<file path="config.mk">
export PLATFORM = sky130hd
export DESIGN_NAME = cascaded_biquad_filter_unit
export DESIGN_NICKNAME = d
export VERILOG_FILES = /design/src/rtl/core/cbf_pkg.sv /design/src/rtl/core/cbf_mul.sv /design/src/rtl/core/cascaded_biquad_filter_unit.sv
export VERILOG_INCLUDE_DIRS = /design/src /design/src/rtl/core
export SDC_FILE = /design/constraint.sdc
export NUM_CORES = 2
export LEC_CHECK = 0
export ABC_AREA = 1
export CAP_MARGIN = 15
export CORE_ASPECT_RATIO = 2
export CORE_MARGIN = 2
export CORE_UTILIZATION = 40
export DETAILED_ROUTE_END_ITERATION = 12
export DONT_BUFFER_PORTS = 1
export SYNTH_ARGS = -nofsm -noshare
export SYNTH_HDL_FRONTEND = slang
export SYNTH_SLANG_ARGS = --single-unit
</file>
<file path="constraint.sdc">
create_clock -name i_clk -period 16.22 [get_ports i_clk]
set_clock_uncertainty 0.1 [all_clocks]
set_input_delay 3.244 -clock i_clk [delete_from_list [all_inputs] [get_ports i_clk]]
set_output_delay 3.244 -clock i_clk [all_outputs]
set_load 0.01 [all_outputs]
</file>
<file path="src/rtl/core/cascaded_biquad_filter_unit_assert.svh">
// Assertion macros shared by the filter RTL.
`ifndef CASCADED_BIQUAD_FILTER_UNIT_ASSERT_SVH
`define CASCADED_BIQUAD_FILTER_UNIT_ASSERT_SVH

// Checks that an implication holds at every clock edge outside reset.
`define CBF_ASSERT_IMPL(label, clk, rst_n, cond, msg) \
    label: assert property (@(posedge clk) disable iff (!rst_n) (cond)) \
        else $error(msg);

// Checks that a condition holds in the cycle after another one holds.
`define CBF_ASSERT_NEXT(label, clk, rst_n, ante, cons, msg) \
    label: assert property (@(posedge clk) disable iff (!rst_n) (ante) |=> (cons)) \
        else $error(msg);

`endif

</file>
<file path="src/rtl/core/cbf_pkg.sv">
`default_nettype none
package cbf_pkg;
    localparam int unsigned NumCoef   = 5;
    localparam int unsigned SampleW   = 16;
    localparam int unsigned CoefW     = 32;
    localparam int unsigned ResidW    = 14;
    localparam int unsigned ProdW     = CoefW + SampleW;

    localparam logic [2:0] SlotB0 = 3'd0;
    localparam logic [2:0] SlotB1 = 3'd1;
    localparam logic [2:0] SlotB2 = 3'd2;
    localparam logic [2:0] SlotA1 = 3'd3;
    localparam logic [2:0] SlotA2 = 3'd4;

    localparam logic ActFilter = 1'b0;
    localparam logic ActWrite  = 1'b1;

    localparam logic [CoefW-1:0] UnityGain = 32'h4000_0000;

    // Command from the sequencer to the serial multiplier.
    typedef struct packed {
        logic                     start;
        logic signed [CoefW-1:0]  coef;
        logic signed [SampleW-1:0] data;
    } t_mul_cmd;

    // Saturate a 32-bit accumulator shifted right by 14 to 16 bits.
    function automatic logic signed [SampleW-1:0] sat_shift(input logic [CoefW-1:0] acc);
        logic signed [CoefW-ResidW-1:0] q;
        q = $signed(acc[CoefW-1:ResidW]);
        if (q > $signed(18'sd32767)) begin
            return 16'sh7fff;
        end else if (q < -$signed(18'sd32768)) begin
            return 16'sh8000;
        end else begin
            return q[SampleW-1:0];
        end
    endfunction
endpackage
`default_nettype wire

</file>
<file path="src/rtl/core/cbf_mul.sv">
`default_nettype none
// Shift-add multiplier: one bit of the 16-bit sample per cycle.
// Returns floor(coef * data / 2^16) truncated to 32 bits.
module cbf_mul (
    input  wire logic                     i_clk,
    input  wire logic                     i_rst_n,
    input  wire cbf_pkg::t_mul_cmd        i_cmd,
    output logic                          o_done,
    output logic [cbf_pkg::CoefW-1:0]     o_prod
);
    import cbf_pkg::*;

    logic signed [ProdW-1:0] r_acc, n_acc;
    logic [SampleW-1:0]      r_mplr, n_mplr;
    logic signed [CoefW-1:0] r_mcnd, n_mcnd;
    logic [4:0]              r_cnt, n_cnt;
    logic                    r_busy, n_busy;
    logic                    r_done, n_done;
    logic signed [ProdW-1:0] w_pp;

    // Partial product of the current multiplier bit; the sign bit weighs negative.
    always_comb begin
        w_pp = r_mplr[0] ? (ProdW'(r_mcnd) <<< r_cnt[3:0]) : '0;
        n_acc  = r_acc;
        n_mplr = r_mplr;
        n_mcnd = r_mcnd;
        n_cnt  = r_cnt;
        n_busy = r_busy;
        n_done = 1'b0;
        if (i_cmd.start) begin
            n_acc  = '0;
            n_mplr = i_cmd.data;
            n_mcnd = i_cmd.coef;
            n_cnt  = '0;
            n_busy = 1'b1;
        end else if (r_busy) begin
            n_acc  = (r_cnt == 5'(SampleW - 1)) ? r_acc - w_pp : r_acc + w_pp;
            n_mplr = r_mplr >> 1;
            n_cnt  = r_cnt + 5'd1;
            if (r_cnt == 5'(SampleW - 1)) begin
                n_busy = 1'b0;
                n_done = 1'b1;
            end
        end
    end

    always_ff @(posedge i_clk) begin
        if (!i_rst_n) begin
            r_busy <= 1'b0;
            r_done <= 1'b0;
            r_cnt  <= '0;
        end else begin
            r_busy <= n_busy;
            r_done <= n_done;
            r_cnt  <= n_cnt;
        end
        r_acc  <= n_acc;
        r_mplr <= n_mplr;
        r_mcnd <= n_mcnd;
    end

    assign o_done = r_done;
    assign o_prod = r_acc[ProdW-1:SampleW];
endmodule
`default_nettype wire

</file>
<file path="src/rtl/core/cascaded_biquad_filter_unit.sv">
`default_nettype none
// Cascade of up to MAX_STAGES direct-form-1 biquads on signed 16-bit samples.
// Input tdata carries sample, stage_index, coef_slot and coef_value from the
// lowest bit up, tuser the action (0 filter, 1 coefficient write). A write
// produces no output. A filter transfer runs, for each product, a
// coefficient fetch, a multiplier start and the sixteen shift-add steps
// with the done flag, five products and one history update per enabled
// stage; the single bit-serial multiplier serves every product. After the
// last stage the result is loaded into the output register once that
// register is free, and the next transfer can be taken in the cycle after
// the load. A result still waiting at the output does not block the
// input; only a finished result that cannot be loaded holds the sequencer.
// After reset the coefficient memory is cleared, b0 of the first stage set
// to unity gain, while the input is not ready.
// Output tdata holds the filtered sample. Coefficient a1 and a2 are
// negated on write.
`include "cascaded_biquad_filter_unit_assert.svh"
module cascaded_biquad_filter_unit #(
    parameter int unsigned MAX_STAGES = 4
) (
    input  wire logic        i_clk,
    input  wire logic        i_rst_n,
    input  wire logic        s_axis_tvalid,
    output logic             s_axis_tready,
    input  wire logic [55:0] s_axis_tdata,  // sample, stage_index, coef_slot, coef_value
    input  wire logic        s_axis_tuser,  // action
    output logic             m_axis_tvalid,
    input  wire logic        m_axis_tready,
    output logic [15:0]      m_axis_tdata   // filtered
);
    import cbf_pkg::*;

    localparam int unsigned StW   = (MAX_STAGES > 1) ? $clog2(MAX_STAGES) : 1;
    localparam int unsigned CntW  = $clog2(MAX_STAGES + 1);
    localparam int unsigned Depth = NumCoef * MAX_STAGES;
    localparam int unsigned AddrW = $clog2(Depth);

    typedef enum logic [2:0] {S_IDLE, S_FETCH, S_MUL, S_WAIT, S_ACC, S_OUT} t_state;

    // Coefficient memory, one write port and one registered read port.
    logic [CoefW-1:0] r_coef_mem [Depth];
    logic [CoefW-1:0] r_coef_rd;
    logic             r_init;
    logic [AddrW-1:0] r_init_addr;

    logic signed [SampleW-1:0] r_xh0 [MAX_STAGES];
    logic signed [SampleW-1:0] r_xh1 [MAX_STAGES];
    logic signed [SampleW-1:0] r_yh0 [MAX_STAGES];
    logic signed [SampleW-1:0] r_yh1 [MAX_STAGES];
    logic [ResidW-1:0]         r_resid [MAX_STAGES];
    logic [CntW-1:0]           r_used;

    t_state                    r_state;
    logic [StW-1:0]            r_stage;
    logic [2:0]                r_slot;
    logic [CoefW-1:0]          r_acc;
    logic signed [SampleW-1:0] r_x;
    logic signed [SampleW-1:0] r_out;
    logic                      r_ovalid;

    t_mul_cmd                  w_cmd;
    logic                      w_mdone;
    logic [CoefW-1:0]          w_prod;
    logic [AddrW-1:0]          w_raddr;
    logic signed [SampleW-1:0] w_opnd;
    logic signed [SampleW-1:0] w_y;
    logic [CoefW-1:0]          w_sum;
    logic                      w_acc_in;
    logic [2:0]                w_in_stage;
    logic [2:0]                w_in_slot;
    logic [CoefW-1:0]          w_in_val;
    logic [CoefW-1:0]          w_wval;
    logic                      w_wr_ok;

    assign w_in_stage = s_axis_tdata[18:16];
    assign w_in_slot  = s_axis_tdata[21:19];
    assign w_in_val   = s_axis_tdata[53:22];
    assign w_wr_ok    = (32'(w_in_stage) < MAX_STAGES) && (w_in_slot <= SlotA2);
    assign w_wval     = (w_in_slot >= SlotA1) ? (32'd0 - w_in_val) : w_in_val;

    assign s_axis_tready = (r_state == S_IDLE) && !r_init;
    assign w_acc_in      = s_axis_tvalid && s_axis_tready;

    assign w_raddr = AddrW'(32'(r_stage) * NumCoef + 32'(r_slot));

    // Operand of the current product.
    always_comb begin
        case (r_slot)
            SlotB0:  w_opnd = r_x;
            SlotB1:  w_opnd = r_xh0[r_stage];
            SlotB2:  w_opnd = r_xh1[r_stage];
            SlotA1:  w_opnd = r_yh0[r_stage];
            SlotA2:  w_opnd = r_yh1[r_stage];
            default: w_opnd = '0;
        endcase
    end

    assign w_cmd.start = (r_state == S_MUL);
    assign w_cmd.coef  = r_coef_rd;
    assign w_cmd.data  = w_opnd;
    assign w_sum       = r_acc + w_prod;
    assign w_y         = sat_shift(r_acc);

    cbf_mul u_mul (
        .i_clk   (i_clk),
        .i_rst_n (i_rst_n),
        .i_cmd   (w_cmd),
        .o_done  (w_mdone),
        .o_prod  (w_prod)
    );

    // Coefficient memory: reset fill sweep, write transfers, sequencer reads.
    always_ff @(posedge i_clk) begin
        if (r_init) begin
            r_coef_mem[r_init_addr] <= (r_init_addr == '0) ? UnityGain : '0;
        end else if (w_acc_in && s_axis_tuser == ActWrite && w_wr_ok) begin
            r_coef_mem[AddrW'(32'(w_in_stage) * NumCoef + 32'(w_in_slot))] <= w_wval;
        end
        r_coef_rd <= r_coef_mem[w_raddr];
    end

    // Sequencer and state.
    always_ff @(posedge i_clk) begin
        if (!i_rst_n) begin
            r_state     <= S_IDLE;
            r_init      <= 1'b1;
            r_init_addr <= '0;
            r_used      <= CntW'(1);
            r_ovalid    <= 1'b0;
            r_stage     <= '0;
            r_slot      <= SlotB0;
            for (int i = 0; i < MAX_STAGES; i++) begin
                r_xh0[i]   <= '0;
                r_xh1[i]   <= '0;
                r_yh0[i]   <= '0;
                r_yh1[i]   <= '0;
                r_resid[i] <= '0;
            end
        end else begin
            if (r_init) begin
                r_init_addr <= r_init_addr + AddrW'(1);
                if (32'(r_init_addr) == Depth - 1) begin
                    r_init <= 1'b0;
                end
            end
            // Output register: load a finished result, or empty it on a transfer.
            if (r_state == S_OUT && (!r_ovalid || m_axis_tready)) begin
                r_ovalid <= 1'b1;
            end else if (r_ovalid && m_axis_tready) begin
                r_ovalid <= 1'b0;
            end
            case (r_state)
                S_IDLE: begin
                    if (w_acc_in) begin
                        if (s_axis_tuser == ActWrite) begin
                            if (w_wr_ok) begin
                                r_resid[w_in_stage[StW-1:0]] <= '0;
                                if (32'(r_used) < 32'(w_in_stage) + 1) begin
                                    r_used <= CntW'(32'(w_in_stage) + 1);
                                end
                            end
                        end else begin
                            r_x     <= $signed(s_axis_tdata[15:0]);
                            r_stage <= '0;
                            r_slot  <= SlotB0;
                            r_acc   <= 32'(r_resid[0]);
                            r_state <= S_FETCH;
                        end
                    end
                end
                S_FETCH: r_state <= S_MUL;
                S_MUL:   r_state <= S_WAIT;
                S_WAIT: begin
                    if (w_mdone) begin
                        r_acc <= w_sum;
                        if (r_slot == SlotA2) begin
                            r_state <= S_ACC;
                        end else begin
                            r_slot  <= r_slot + 3'd1;
                            r_state <= S_FETCH;
                        end
                    end
                end
                S_ACC: begin
                    r_resid[r_stage] <= r_acc[ResidW-1:0];
                    r_xh1[r_stage]   <= r_xh0[r_stage];
                    r_xh0[r_stage]   <= r_x;
                    r_yh1[r_stage]   <= r_yh0[r_stage];
                    r_yh0[r_stage]   <= w_y;
                    r_x              <= w_y;
                    r_slot           <= SlotB0;
                    if (32'(r_stage) + 1 >= 32'(r_used)) begin
                        r_state <= S_OUT;
                    end else begin
                        r_stage <= r_stage + StW'(1);
                        r_acc   <= 32'(r_resid[r_stage + StW'(1)]);
                        r_state <= S_FETCH;
                    end
                end
                S_OUT: begin
                    // Wait here while an earlier result still occupies the output.
                    if (!r_ovalid || m_axis_tready) begin
                        r_out   <= r_x;
                        r_state <= S_IDLE;
                    end
                end
                default: r_state <= S_IDLE;
            endcase
        end
    end

    assign m_axis_tvalid = r_ovalid;
    assign m_axis_tdata  = r_out;

    `CBF_ASSERT_IMPL(a_idle_acc, i_clk, i_rst_n, !w_acc_in || r_state == S_IDLE, "busy accept")
    `CBF_ASSERT_IMPL(a_used, i_clk, i_rst_n, r_used != '0 && 32'(r_used) <= MAX_STAGES, "bad count")
    `CBF_ASSERT_NEXT(a_out_vld, i_clk, i_rst_n, r_state == S_OUT, r_ovalid, "no result")
    `CBF_ASSERT_NEXT(a_mul_wait, i_clk, i_rst_n, r_state == S_MUL, r_state == S_WAIT, "no start")
endmodule
`default_nettype wire
</file>
==> qor.csv <==
stage,metric,value,unit
cts,ctsResizeCount,0,
floorplan,dieArea,142000,um2
timing,final_hold_viol_count,0,
cts,cts_hold_buffers,0,
synth,ys_seq_area_share,61.6,%
synth,synthCells,5550,
timing,finalMaxSlewViolations,0,
layout,syn_to_final_growth,10.0,%
hold_path,whs_path_depth,0,
timing,setup_tns,0,ns
synth,synth-seq-cells,1171,
synth,synth_edf_count,1064,
synth,async_reset_ff_share,0,%
critical_path,crit_arrival,6.71,ns
timing,slew_headroom,21.2,%
detailed_routing,avgRoutedWirePerCell,22.4,um
floorplan,initial_utilization,40.1,%
timing,worstMarginPinSlew,1.18,ns
floorplan,dieWidth,267,um
cts,htreeDepth,3,
layout,final_cells,7409,
run_status,status,"finished, final reports clean",
synth,synth_nets,5726,
cts,clockBufferDepth,3,
placement,gp_congestion,0.993,
floorplan,die_y,530,um
critical_path,critPathLaunch,s_axis_tdata[19],
placement,dp_hpwl,104,mm
global_routing,grt_pass1_vias,40500,
detailed_routing,drt-initial-drc-count,3100,
critical_path,critPathKind,input port to flop,
synth,netlist_area,55300,um2
synth,synthTopCellsByArea,"edfxtp_1 58%, nor2_1 7.6%, o21ai_0 6.0%, nand2_1 4.7%, dfxtp_1 3.9%",
timing,period_needed,6.48,ns
critical_path,cp-end-kind,flop,
detailed_routing,dr.pass1.iters,6,
floorplan,fp-row-count,193,
cts,clk_latency,0.76,ns
power_and_ir_drop,power.leakage,22.4,nW
detailed_routing,num_vias,41100,
hold_path,hold_path_class,flop to flop,
critical_path,reg2reg_from,u_mul.r_cnt[2],
synth,ys.flop_type,edfxtp_1,
global_routing,grt_util_all_layers,23.1,%
hold_path,worstHoldStart,r_coef_rd[31],
power_and_ir_drop,ir_drop,161,uV
global_routing,grt_max_degree,176,
cts,tritoncts,done,
synth,synth.avg_cell_area,9.97,um2
global_routing,grt_overflow,0,
global_routing,grt_pass1_wl,245,mm
cts,cts_setup_buffers,0,
cts,clk_pin_slew_worst_paths,0.07,ns
cts,cts_num_sinks,1171,
timing,rsz0062_at_grt,no,
timing,fin_crit_sh,40.0,%
critical_path,r2r_slack,10.19,ns
detailed_routing,route.detailed.drc,0,
detailed_routing,totalWireLength,166,mm
synth,synth_warnings,0,
timing,setup-violations-final,0,
critical_path,cp-start-kind,input port,
layout,drive_above_1_share,6.77,%
floorplan,io_pins,79,
power_and_ir_drop,powerDensity,166,nW/um2
layout,final_core_util,44.2,%
synth,synth_cell_types,65,
critical_path,crit_fanout,32,
hold_path,min_to,u_mul.r_mcnd[31],
detailed_routing,antenna_left,0,
cts,cts_buffers,100,
placement,place_inst,7211,
job,maxCapViolCount,0,
placement,portBuffers,0,
floorplan,core_region_area,138000,um2
synth,synth_top_area_share,57.7,%
placement,placed_cell_area,57500,um2
detailed_routing,vias_per_cell,5.54,
synth,synth_top_area_cell,edfxtp_1,
critical_path,r2r-end,u_mul.r_acc[47],
timing,fmax,154,MHz
layout,post-route-cell-area,60900,um2
cts,cts-root-buf,clkbuf_16,
global_routing,antenna_found_initial,2,
layout,nets,5647,
critical_path,required,16.45,ns
critical_path,reg2reg_depth,27,
worst max-delay path, stage by stage:
cell and delay, ns:
o21ai_0 0.13, nand2_1 0.10, nor3_4 0.16, buf_4 0.45
inv_2 0.44, o32ai_2 0.76, nand2_1 0.62, nand2_1 0.78
cells by family (layout without fill, tap and decap cells):
kind of cell	after synthesis	after routing	share of synthesized area, %
AND/OR/NAND/NOR	2196	2196	16.2
buffers and inverters	665	671	4.64
AO/OA/AOI/OAI	1312	1312	13.5
XOR/XNOR	91	91	1.44
flip-flops	1171	1171	61.6
adder cells (fa/ha/maj)	115	115	2.65
other	0	1	0
synth_stat cells, types with 55 or more instances:
| library cell | number |
|---|---|
| inv_1 | 357 |
| xor2_1 | 56 |
| a31oi_1 | 55 |
| edfxtp_1 | 1064 |
| nand3_1 | 222 |
| dfxtp_1 | 107 |
| o21ai_0 | 664 |
| o22ai_1 | 138 |
| nor3_1 | 62 |
| nand2_1 | 690 |
| ha_1 | 111 |
| nor2_1 | 1126 |
| clkbuf_1 | 248 |
| a21oi_1 | 263 |
report_power, final:
part           switching, mW  internal, mW
clock network           1.14          1.27
logic                   2.76          1.11
registers              0.160          3.63
total                   4.07          6.01
metrics by stage:
step	worst slack, ns	hold WS (ns)	power, mW
after floorplan	7.49	0.286	6.46
after global placement	9.03	0.287	7.65
after detailed placement	9.00	0.291	7.71
after CTS	9.75	0.282	10.1
after global routing	9.40	0.303	10.6
final	9.74	0.279	10.1
layer usage:
layer  GRT usage, %  wire length, um
met1           23.7            57000
met2           43.7            88600
met3           3.11             8730
met4           14.9            11500
met5              0                0
final cells by class:
| class | instances | area [um2] |
|---|---|---|
| Antenna cell | 1 | 2.50 |
| Clock buffer | 133 | 2740 |
| Clock inverter | 54 | 541 |
| Fill cell | 12900 | 77000 |
| Inverter | 376 | 1430 |
| Multi-Input combinational cell | 3714 | 18900 |
| Sequential cell | 1171 | 34100 |
| Tap cell | 1852 | 2320 |
| Timing Repair Buffer | 108 | 828 |
layout by cell type, fill, tap and decap left out, types with 10 or more instances in the layout:
master     instances
o21ai_0          663
edfxtp_1        1064
dfxtp_1          104
a21o_1            11
o221ai_1          33
nor4_1            11
nor2_1          1105
clkinv_1          15
xnor2_1           34
o21ai_1           10
o211ai_1          21
a32o_1            31
inv_1            354
ha_1             109
xor2_1            56
a31oi_1           55
nand2_2           17
nor3_1            59
buf_4            104
a32oi_1           12
o22ai_1          138
nand3_1          222
clkbuf_16        101
inv_2             15
o21a_1            11
clkbuf_1          23
o21bai_1          29
clkinv_2          24
nand4_1           23
a21oi_1          263
nand2_1          683
nor2_4            26
registers in the layout, summed over array words and instances, names as in the netlist, 48 cells and up, named ones only:
register / flops
r_coef_mem: 640
r_xh0: 64
r_xh1: 64
r_yh0: 64
r_yh1: 64
r_resid: 56
u_mul.r_acc: 48
worst max path at each step:
stage / slack (ns) / to / cells after the start
detailed placement: 9.00 / r_resid[1][2] / 8
floorplan: 7.49 / r_xh0[3][0] / 5
global placement: 9.03 / r_resid[1][2] / 8
finish: 9.74 / r_resid[1][12] / 8
global route: 9.40 / r_coef_mem[14][30] / 12
CTS: 9.75 / r_resid[1][12] / 8
Note: power is estimated with default switching activity, not from simulation.
